### src/rtl/ddpo_pkg.sv
// Package: shared types and constants for the differential drive odometry block.
`timescale 1ns / 1ps
`default_nettype none
package ddpo_pkg;
    typedef enum logic [1:0] {
        KIND_TWIST  = 2'd0,
        KIND_EDGE   = 2'd1,
        KIND_TICK   = 2'd2,
        KIND_STATUS = 2'd3
    } kind_t;

    typedef enum logic [2:0] {
        ST_IDLE,
        ST_LIN,
        ST_ANG,
        ST_DONE
    } state_t;

    localparam logic [0:0] REG_WHEEL_DISTANCE  = 1'd0;
    localparam logic [0:0] REG_TICKS_PER_METER = 1'd1;

    localparam int NUM_W = 64;
    localparam int DEN_W = 48;
    localparam logic [27:0] VEL_SCALE = 28'd128000000;

    typedef struct packed {
        logic start;
        logic busy;
        logic done;
    } div_ctl_t;
endpackage
`default_nettype wire

### src/rtl/ddpo_divider.sv
// Restoring divider: one quotient bit per cycle, signed result saturated to Q8.8.
`timescale 1ns / 1ps
`default_nettype none
module ddpo_divider
    import ddpo_pkg::*;
(
    input  wire logic                     aclk,
    input  wire logic                     aresetn,
    input  wire logic                     start,
    input  wire logic                     num_neg,
    input  wire logic [NUM_W-1:0]         num_mag,
    input  wire logic [DEN_W-1:0]         den,
    output div_ctl_t                      ctl,
    output logic signed [15:0]            result
);
    logic [NUM_W-1:0] quo_reg, quo_next;
    logic [DEN_W:0]   rem_reg, rem_next;
    logic [DEN_W-1:0] den_reg;
    logic             neg_reg;
    logic [6:0]       cnt_reg, cnt_next;
    logic             busy_reg, busy_next;
    logic             done_reg, done_next;
    logic [DEN_W:0]   trial;
    logic [DEN_W:0]   diff;

    always_comb begin
        trial     = {rem_reg[DEN_W-1:0], quo_reg[NUM_W-1]};
        diff      = trial - {1'b0, den_reg};
        quo_next  = quo_reg;
        rem_next  = rem_reg;
        cnt_next  = cnt_reg;
        busy_next = busy_reg;
        done_next = 1'b0;
        if (start) begin
            quo_next  = num_mag;
            rem_next  = '0;
            cnt_next  = 7'(NUM_W);
            busy_next = 1'b1;
        end else if (busy_reg) begin
            if (!diff[DEN_W]) begin
                rem_next = diff;
                quo_next = {quo_reg[NUM_W-2:0], 1'b1};
            end else begin
                rem_next = trial;
                quo_next = {quo_reg[NUM_W-2:0], 1'b0};
            end
            cnt_next = cnt_reg - 7'd1;
            if (cnt_reg == 7'd1) begin
                busy_next = 1'b0;
                done_next = 1'b1;
            end
        end
    end

    always_ff @(posedge aclk) begin
        if (!aresetn) begin
            busy_reg <= 1'b0;
            done_reg <= 1'b0;
            cnt_reg  <= '0;
        end else begin
            busy_reg <= busy_next;
            done_reg <= done_next;
            cnt_reg  <= cnt_next;
        end
        quo_reg <= quo_next;
        rem_reg <= rem_next;
        if (start) begin
            den_reg <= den;
            neg_reg <= num_neg;
        end
    end

    always_comb begin
        if (neg_reg) begin
            result = (quo_reg > 64'd32768) ? -16'sd32768 : 16'(-quo_reg);
        end else begin
            result = (quo_reg > 64'd32767) ? 16'sd32767 : 16'(quo_reg);
        end
    end

    assign ctl.start = start;
    assign ctl.busy  = busy_reg;
    assign ctl.done  = done_reg;

    a_done_after_busy: assert property (@(posedge aclk) disable iff (!aresetn)
        done_reg |-> $past(busy_reg)) else $error("done without busy");
    a_no_start_busy: assert property (@(posedge aclk) disable iff (!aresetn)
        done_reg |-> !busy_reg) else $error("done while busy");
    a_cnt_zero_idle: assert property (@(posedge aclk) disable iff (!aresetn)
        !busy_reg && !start |=> cnt_reg == $past(cnt_reg)) else $error("counter moved");
endmodule
`default_nettype wire

### src/rtl/differential_drive_pwm_odometry.sv
// Top level: twist to duty, quadrature counting and tick velocity reports.
// Usage:
//  - s_ channel carries one request of kind twist, encoder edge, tick or status.
//  - m_ channel returns exactly one result per request: the applied duties and,
//    for a tick with history, the counts and Q8.8 linear/angular velocity.
//  - cfg channel writes wheel_distance (index 0) or ticks_per_meter (index 1);
//    write only while idle.
// Flow: twist, edge, status and a tick without report put the result on m_
//  the cycle after acceptance. A tick that reports runs two serial 64-bit
//  divisions on one shared divider, one quotient bit per cycle, in ST_LIN
//  and ST_ANG; ST_DONE then registers the result on m_. s_ready is low from
//  acceptance until the result is taken; one request at a time.
// Reset: aresetn synchronous low clears speeds, counts, history and config to
//  defaults (wheel_distance 77, ticks_per_meter 1000).
// Stall: the result stays in the output register until m_ready; nothing is lost.
`timescale 1ns / 1ps
`default_nettype none
module differential_drive_pwm_odometry
    import ddpo_pkg::*;
#(
    parameter int DUTY_FULL_SCALE = 16380
) (
    input  wire logic               aclk,
    input  wire logic               aresetn,
    input  wire logic               s_valid,
    output logic                    s_ready,
    input  wire logic [1:0]         s_kind,
    input  wire logic signed [15:0] s_linear_speed,
    input  wire logic signed [15:0] s_angular_speed,
    input  wire logic               s_encoder_side,
    input  wire logic               s_phase_b_level,
    input  wire logic [31:0]        s_now_us,
    input  wire logic               s_emergency_latched,
    input  wire logic               s_emergency_active,
    input  wire logic               cfg_valid,
    output logic                    cfg_ready,
    input  wire logic [0:0]         cfg_index,
    input  wire logic [15:0]        cfg_data,
    output logic                    m_valid,
    input  wire logic               m_ready,
    output logic [13:0]             m_left_forward_duty,
    output logic [13:0]             m_left_reverse_duty,
    output logic [13:0]             m_right_forward_duty,
    output logic [13:0]             m_right_reverse_duty,
    output logic                    m_report_valid,
    output logic signed [15:0]      m_linear_velocity,
    output logic signed [15:0]      m_angular_velocity,
    output logic [31:0]             m_left_count,
    output logic [31:0]             m_right_count
);
    localparam int FS_W = $clog2(DUTY_FULL_SCALE + 1);

    state_t state_reg, state_next;
    logic [15:0] wd_reg, tpm_reg;
    logic signed [13:0] lt_reg, rt_reg, la_reg, ra_reg;
    logic        applied_reg, hist_reg;
    logic [31:0] lc_reg, rc_reg, plc_reg, prc_reg, ptime_reg;

    // captured tick operands
    logic signed [33:0] sum_d_reg, dif_d_reg;
    logic [DEN_W-1:0]   den_reg;
    logic signed [15:0] lin_reg;

    // divider hookup
    logic               div_start;
    logic               div_neg;
    logic [NUM_W-1:0]   div_mag;
    div_ctl_t           div_ctl;
    logic signed [15:0] div_q;

    // twist arithmetic in 2^-21 units
    logic signed [37:0] lin_s, turn, lv, rv;
    logic signed [13:0] lspd, rspd;

    function automatic logic signed [13:0] to_speed(input logic signed [37:0] v);
        logic signed [37:0] q;
        begin
            q = v / 38'sd512;
            if (v >= 38'sd2097152) to_speed = 14'sd4096;
            else if (v <= -38'sd2097152) to_speed = -14'sd4096;
            else to_speed = 14'(q);
        end
    endfunction

    function automatic logic [13:0] duty(input logic signed [13:0] s);
        logic [FS_W+13:0] p;
        begin
            p = (FS_W+14)'($unsigned(FS_W'(DUTY_FULL_SCALE))) * (FS_W+14)'($unsigned(s));
            duty = 14'(p >> 12);
        end
    endfunction

    always_comb begin
        lin_s = 38'(s_linear_speed) <<< 9;
        turn  = $signed({22'd0, wd_reg}) * 38'(s_angular_speed);
        lv    = lin_s - turn;
        rv    = -(lin_s + turn);
        lspd  = to_speed(lv);
        rspd  = to_speed(rv);
    end

    // numerator magnitude: |d| * 128e6, d up to 2^33
    logic signed [33:0] d_sel;
    logic [33:0]        d_abs;
    always_comb begin
        d_sel   = (state_reg == ST_LIN) ? dif_d_reg : -sum_d_reg;
        d_abs   = d_sel[33] ? 34'(-d_sel) : d_sel;
        div_neg = d_sel[33];
        div_mag = 64'(d_abs) * 64'(VEL_SCALE);
    end

    ddpo_divider u_div (
        .aclk    (aclk),
        .aresetn (aresetn),
        .start   (div_start),
        .num_neg (div_neg),
        .num_mag (div_mag),
        .den     (den_reg),
        .ctl     (div_ctl),
        .result  (div_q)
    );

    assign cfg_ready = 1'b1;
    assign s_ready   = (state_reg == ST_IDLE) && !m_valid;

    logic s_fire;
    assign s_fire = s_valid && s_ready;
    logic [31:0] dt;
    assign dt = s_now_us - ptime_reg;
    logic [31:0] dl, dr;
    assign dl = lc_reg - plc_reg;
    assign dr = rc_reg - prc_reg;

    logic started_reg;

    always_comb begin
        state_next = state_reg;
        div_start  = 1'b0;
        case (state_reg)
            ST_IDLE: if (s_fire && s_kind == KIND_TICK && hist_reg && dt != 32'd0
                         && tpm_reg != 16'd0) state_next = ST_LIN;
            ST_LIN: begin
                div_start = !started_reg;
                if (div_ctl.done) state_next = ST_ANG;
            end
            ST_ANG: begin
                div_start = !started_reg;
                if (div_ctl.done) state_next = ST_DONE;
            end
            ST_DONE: state_next = ST_IDLE;
            default: state_next = ST_IDLE;
        endcase
    end

    always_ff @(posedge aclk) begin
        if (!aresetn) begin
            state_reg   <= ST_IDLE;
            started_reg <= 1'b0;
            wd_reg      <= 16'd77;
            tpm_reg     <= 16'd1000;
            lt_reg <= '0; rt_reg <= '0; la_reg <= '0; ra_reg <= '0;
            applied_reg <= 1'b0;
            hist_reg    <= 1'b0;
            lc_reg <= '0; rc_reg <= '0; plc_reg <= '0; prc_reg <= '0;
            ptime_reg   <= '0;
            m_valid     <= 1'b0;
            m_report_valid <= 1'b0;
        end else begin
            state_reg <= state_next;
            if (div_start) started_reg <= 1'b1;
            else if (div_ctl.done) started_reg <= 1'b0;
            if (cfg_valid) begin
                if (cfg_index == REG_WHEEL_DISTANCE) wd_reg <= cfg_data;
                else tpm_reg <= cfg_data;
            end
            if (m_valid && m_ready) m_valid <= 1'b0;
            if (s_fire) begin
                case (kind_t'(s_kind))
                    KIND_TWIST: begin
                        lt_reg <= lspd; rt_reg <= rspd;
                        if (!applied_reg) begin
                            la_reg <= lspd; ra_reg <= rspd; applied_reg <= 1'b1;
                        end
                    end
                    KIND_EDGE: begin
                        if (s_encoder_side) rc_reg <= s_phase_b_level ? rc_reg + 1 : rc_reg - 1;
                        else lc_reg <= s_phase_b_level ? lc_reg + 1 : lc_reg - 1;
                    end
                    KIND_TICK: begin
                        if (!applied_reg) begin la_reg <= lt_reg; ra_reg <= rt_reg; end
                        applied_reg <= 1'b0;
                        hist_reg  <= 1'b1;
                        plc_reg   <= lc_reg;
                        prc_reg   <= rc_reg;
                        ptime_reg <= s_now_us;
                    end
                    KIND_STATUS: begin
                        if (s_emergency_latched || s_emergency_active) begin
                            lt_reg <= '0; rt_reg <= '0; la_reg <= '0; ra_reg <= '0;
                            applied_reg <= 1'b1;
                        end
                    end
                    default: ;
                endcase
                m_report_valid <= 1'b0;
                if (state_next != ST_LIN) m_valid <= 1'b1;
            end
            if (state_reg == ST_DONE) begin
                m_valid <= 1'b1;
                m_report_valid <= 1'b1;
            end
        end
        if (s_fire) begin
            dif_d_reg <= 34'($signed(dl)) - 34'($signed(dr));
            sum_d_reg <= 34'($signed(dl)) + 34'($signed(dr));
            den_reg   <= 48'(dt) * 48'(tpm_reg);
            m_left_count  <= '0;
            m_right_count <= '0;
            m_linear_velocity  <= '0;
            m_angular_velocity <= '0;
        end
        if (state_reg == ST_LIN && div_ctl.done) lin_reg <= div_q;
        // counts cannot move while dividing: input is held off
        if (state_reg == ST_DONE) begin
            m_linear_velocity  <= lin_reg;
            m_angular_velocity <= div_q;
            m_left_count  <= lc_reg;
            m_right_count <= rc_reg;
        end
    end

    // results read applied speeds
    always_comb begin
        m_left_forward_duty  = (la_reg > 0) ? duty(la_reg) : 14'd0;
        m_left_reverse_duty  = (la_reg > 0) ? 14'd0 : duty(-la_reg);
        m_right_forward_duty = (ra_reg > 0) ? duty(ra_reg) : 14'd0;
        m_right_reverse_duty = (ra_reg > 0) ? 14'd0 : duty(-ra_reg);
    end

    a_busy_not_ready: assert property (@(posedge aclk) disable iff (!aresetn)
        state_reg != ST_IDLE |-> !s_ready) else $error("ready while dividing");
    a_report_only_tick: assert property (@(posedge aclk) disable iff (!aresetn)
        $rose(m_report_valid) |-> $past(state_reg) == ST_DONE) else $error("stray report");
    a_one_channel: assert property (@(posedge aclk) disable iff (!aresetn)
        !(m_left_forward_duty != 0 && m_left_reverse_duty != 0)) else $error("both channels");
endmodule
`default_nettype wire
### config.mk
export PLATFORM = sky130hd
export DESIGN_NAME = differential_drive_pwm_odometry
export DESIGN_NICKNAME = d
export VERILOG_FILES = /design/src/rtl/ddpo_pkg.sv /design/src/rtl/ddpo_divider.sv /design/src/rtl/differential_drive_pwm_odometry.sv
export SDC_FILE = /design/constraint.sdc
export NUM_CORES = 2
export LEC_CHECK = 0
export BUFFER_PORTS_ARGS = -buffer_cell sky130_fd_sc_hd__buf_2
export CAP_MARGIN = 25
export CORE_MARGIN = 2
export CORE_UTILIZATION = 60
export DETAILED_ROUTE_END_ITERATION = 12
export GPL_ROUTABILITY_DRIVEN = 0
export GPL_TIMING_DRIVEN = 0
export PLACE_DENSITY = 0.84
export SLEW_MARGIN = 5
export SYNTH_ARGS = -nofsm -noshare
export SYNTH_HDL_FRONTEND = slang
export SYNTH_SLANG_ARGS = --single-unit
export TNS_END_PERCENT = 50
### constraint.sdc
create_clock -name aclk -period 22.4 [get_ports aclk]
set_clock_uncertainty 0.15 [all_clocks]
set_input_delay 0 -clock aclk [delete_from_list [all_inputs] [get_ports aclk]]
set_output_delay 0 -clock aclk [all_outputs]
set_load 0.03 [all_outputs]
Word-level counts from Yosys, hierarchy flattened
Cells that the tools add are included.
- input port bits: 92
- logic and storage cells: 175
- output and inout port bits: 156
- register bits after elaboration: 654
- multiplexer cells: 55
- magnitude comparators: 8
- add/sub/neg operators: 21
- bitwise logic cells: 6
- reduce and logical (&&, ||, !) cells: 33
- multipliers: 7
- equal/unequal tests: 11
- operators with widths (cell ; count):
    14-bit two-way mux ; 13
    32-bit two-way mux ; 5
    61-bit two-way mux ; 2
    12-bit by 14-bit multiplier with 24-bit output (first input constant) ; 4
    16-bit two-way mux ; 6
    32-bit subtractor ; 3
    14-bit case mux with 3 select lines ; 2
    34-bit two-way mux ; 2
    34-bit negator ; 2
    32-bit by 1-bit adder with 32-bit output (second input constant) ; 2
    64-bit by 15-bit > comparator with 1-bit output (second input constant) ; 1
    64-bit by 16-bit > comparator with 1-bit output (second input constant) ; 1
    32-bit by 1-bit subtractor with 32-bit output (second input constant) ; 2
    14-bit case mux with 2 select lines ; 2
    49-bit by 48-bit subtractor with 49-bit output ; 1
    32-bit by 16-bit multiplier with 48-bit output ; 1
    34-bit by 14-bit multiplier with 48-bit output (second input constant) ; 1
    48-bit two-way mux ; 1
    38-bit by 23-bit >= comparator with 1-bit output (second input constant) ; 1
    38-bit by 22-bit less-or-equal comparator with 1-bit output (second input constant) ; 1
    34-bit negator with 38-bit output ; 1
    25-bit by 33-bit adder with 34-bit output ; 1
    34-bit by 23-bit >= comparator with 1-bit output (second input constant) ; 1
    34-bit by 22-bit less-or-equal comparator with 1-bit output (second input constant) ; 1
    other kinds (38) ; 84

Longest topological paths before layout
- depth after elaboration: 13
- depth in mapped cells: 43
- mapped depth without buffers: 41

Modules after synthesis
From an unflattened synthesis, not the netlist that was laid out.
- cells, all modules: 9786
- area total of the unflattened synthesis: 87825.5 µm²
- modules (own cells, without submodules) (module ; cells an instance ; area each (µm²) ; times used):
    differential_drive_pwm_odometry ; 8721 ; 77616.9 ; 1
    ddpo_divider ; 1065 ; 10208.5 ; 1

Worst setup path after synthesis
OpenSTA, ideal clock, no wires.
- path type: flip-flop to flip-flop
- from: reg sum_d_reg[3]
- to: reg u_div.quo_reg[59] (data pin)
- data required time: 21.983 ns
- period minus slack after synthesis: 9.417 ns
- cell stages (with the launch flop): 36
- path buffers: 2
- arrival time: 8.999 ns
- setup slack: 12.983 ns
- path through: edfxtp_1 or3_1 clkbuf_1 or4b_1 or3_1 a31oi_1 nand4_1 nand2b_1 nor2b_1 and3_1 and2_1 clkbuf_1 nor2_1 xnor2_1 inv_1 fa_1 inv_1 fa_1 fa_1 fa_1 ha_1 inv_1 fa_1 inv_1 ha_1 and3_1 a21oi_1 o21ai_0 or3_1 o22ai_1 or3_1 a31oi_1 or4_1 a31oi_1 xor2_1 o21ai_0
- word-level cells in the longest chain between the ends: 6
- RTL lines (item ; line ; text):
    from (decl) ; differential_drive_pwm_odometry.sv:60 ; logic signed [33:0] sum_d_reg, dif_d_reg;
    from (signal assigned) ; differential_drive_pwm_odometry.sv:215 ; sum_d_reg <= 34'($signed(dl)) + 34'($signed(dr));
    34-bit negator (*) ; differential_drive_pwm_odometry.sv:106 ; d_sel = (state_reg == ST_LIN) ? dif_d_reg : -sum_d_reg;
    34-bit two-way mux (*) ; differential_drive_pwm_odometry.sv:106 ;
    34-bit negator ; differential_drive_pwm_odometry.sv:107 ; d_abs = d_sel[33] ? 34'(-d_sel) : d_sel;
    34-bit two-way mux (*) ; differential_drive_pwm_odometry.sv:107 ;
    34-bit by 14-bit multiplier with 48-bit output (*) ; differential_drive_pwm_odometry.sv:109 ; div_mag = 64'(d_abs) * 64'(VEL_SCALE);
    61-bit two-way mux (*) ; ddpo_divider.sv:34 ; if (start) begin
    net u_div.quo_next[59] ; ddpo_divider.sv:16 ; logic [NUM_W-1:0] quo_reg, quo_next;
    to (signal assigned) ; ddpo_divider.sv:65 ; quo_reg <= quo_next;
    to (decl) ; ddpo_divider.sv:16 ;
The timed path passes the listed nets; every way through them passes the cells marked *.
A chain may end at the register's enable or synchronous reset.

Final worst setup path
- from: reg sum_d_reg[9]
- to: reg u_div.quo_reg[59] (data pin)
Same word-level chain as after synthesis.

==> summary.txt <==
Share of cells above drive strength 1: 4.97%
Clock Latency Late Sink: 0.69 ns
Final setup vio count: 0
CTS Sinks: 651
I/O Pins: 248
FF+latch count, synth: 651
Status: complete, no violations
Top cell type's share of synthesized area: 25.1%
CTS clock-pin slew for the worst setup and hold paths: 0.06 ns
Die Height: 385 um
Drt pass-1 iters: 8
Count leader, synth: inv_1
DR iter-0 viols: 6767
DR WL met2: 110000 um
Core area: 144000 sq um
Vias in the first global route: 73597
Slew Viols, Final: 0
Fmax: 0.0847 GHz
DRT antenna net count: 0
Syn_area_per_cell: 9.00 sq um
TritonCTS clock tree: built
M1 WL: 92300 um
R2R depth: 35
Max-cap violations: 0
Critical path's slowest cell: a22oi_1
Worst Path Arrival: 12.03 ns
Pin count of the biggest net entering global routing: 72
Aggregate routed wire length: 241000 um
Max incr delay on CP: 0.81 ns
Setup Crit Path Kind: reg2reg
Post-CTS sizing: 0
Register area share after synthesis: 18.6%
Die Wd: 385 um
Top Metal Used: met5
Buffer count from post-CTS setup fixing: 0
H-tree depth: 3
Nets: 12283
Hold path cells: 4
Post-DR wirelength/cell: 19.9 um
Cell Rows: 139
Full die area: 149000 sq um
Synth area leaders: fa_1, ha_1, edfxtp_1, dfxtp_1, inv_1
TNS Setup: 0 ns
Via Count: 72458
Most frequent cells after synthesis: inv_1, nand2_1, fa_1
Slew margin rel.: 22.8%
P&R area growth vs syn: 8.52%
Critical path launch point type: flop
Post-synth EDFFs: 322
Worst EP required: 22.63 ns
Initial core utilization: 60.6%
CTS Buf Count: 74
Routed vias/inst: 5.98
Post-DP HPWL: 196000 um
Initial antenna violation count: 8
Period utilisation layout: 52.7%
Ys Warns: 0
Number of port buffers: 246
Global-route wire length before repair: 382000 um
Largest register FFs: 64
Nature of the critical path endpoint: flop
Post-synth ARST share: 0%
Synth Cell Area: 87300 sq um
Dominant cell type by area after synthesis: fa_1
Critical path peak fanout: 10
Clock buffer depth: 3
HP Class: in2reg
Min cycle time layout: 11.80 ns
GRT overflow: 0
RSZ-0062 raised after global routing: false
Total track usage: 32.3%
Ys flop type: dfxtp_1
Number of remaining DRC errors: 0
Final hold vios: 0
Synthesized instance count: 9700
CP most frequent cell: fa_1
Count of cell types in the netlist: 96
Worst Max-Slew Pin Slew: 1.15 ns
Root Driver: clkbuf_16
Metal3 WL: 24100 um
## kinds of logic (layout without fill, tap and decap cells)
group | Yosys count | after routing | synth area share (%)
flops | 651 | 651 | 18.6
mux | 75 | 75 | 0.861
buf+inv | 1808 | 2303 | 7.81
other cells | 2 | 19 | 0.00860
fa+ha+maj | 2048 | 2048 | 38.8
simple gates | 2820 | 2820 | 15.5
xor+xnor | 567 | 567 | 5.70
compound gates | 1729 | 1729 | 12.8
## stage by stage
step	util (%)	hold WS [ns]	setup WS (ns)	area, sq um	instances
2_1_floorplan	-	-0.0260	12.98	87300	9708
3_3_place_gp	63.2	0.106	11.31	91000	11857
3_5_place_dp	63.4	0.126	10.95	91200	11881
4_1_cts	65.7	0.00138	10.94	94600	12097
5_1_grt	65.8	0.0189	10.11	94700	12107
6_report	65.8	0.0239	10.60	94800	12115
## cell type report
cell class,count,area [sq um]
multi-input cells,7249,64300
fillers,10882,49200
flip-flops and latches,651,16300
inverters,1479,5550
repair buffers,359,2380
well taps,1903,2380
clock buffers,88,2020
plain buffers,329,1270
clock inverters,48,586
diodes,9,22.5
## routing by layer
| metal | global-route usage, % | up-vias |
|---|---|---|
| met1 | 40.9 | 35011 |
| li1 | - | 32803 |
| met2 | 52.1 | 3776 |
| met4 | 16.3 | 8 |
| met3 | 7.15 | 860 |
| met5 | 0 | - |
## worst paths after layout
kind	start	end	slack, ns
max	sum_d_reg[9]	u_div.quo_reg[59]	10.60
min	s_now_us[29]	ptime_reg[29]	0.02
max reg2reg	sum_d_reg[9]	u_div.quo_reg[59]	10.60
min reg2reg	den_reg[36]	u_div.den_reg[36]	0.27
## cell usage in the layout (no fill, tap or decap), types with 77 or more instances in the layout
cell type,netlist,routed
ha_1,953,953
fa_1,1095,1095
a21oi_1,431,431
and2_1,419,419
edfxtp_1,322,322
o21ai_0,417,417
buf_2,11,263
clkbuf_1,304,308
dfxtp_1,329,329
nor2_1,425,425
a21o_1,147,147
dlygate4sd3_1,0,80
nand2b_1,104,104
nand2_1,1159,1158
nand3_1,164,164
xor2_1,171,171
a21boi_0,140,140
clkbuf_16,0,77
o21a_1,98,98
nor3_1,123,123
inv_1,1477,1474
xnor2_1,395,395
## timing repair
action,CTS,global route
endpoints found under the setup margin,0,0
hold buffers,80,0
hold endpoints to repair,104,0
## critical path: cells and delay by family (launching register included)
| kind | cells | cell delay [ns] |
|---|---|---|
| flip-flops | 1 | 0.44 |
| adder cells (fa/ha/maj) | 7 | 3.29 |
| AND/OR/NAND/NOR | 9 | 2.93 |
| XOR/XNOR | 2 | 0.98 |
| AO/OA/AOI/OAI | 12 | 2.88 |
| buffers and inverters | 5 | 0.82 |
Power is not shown: default switching activity piles up to over one toggle a cycle in this logic, so the estimate is an artifact.
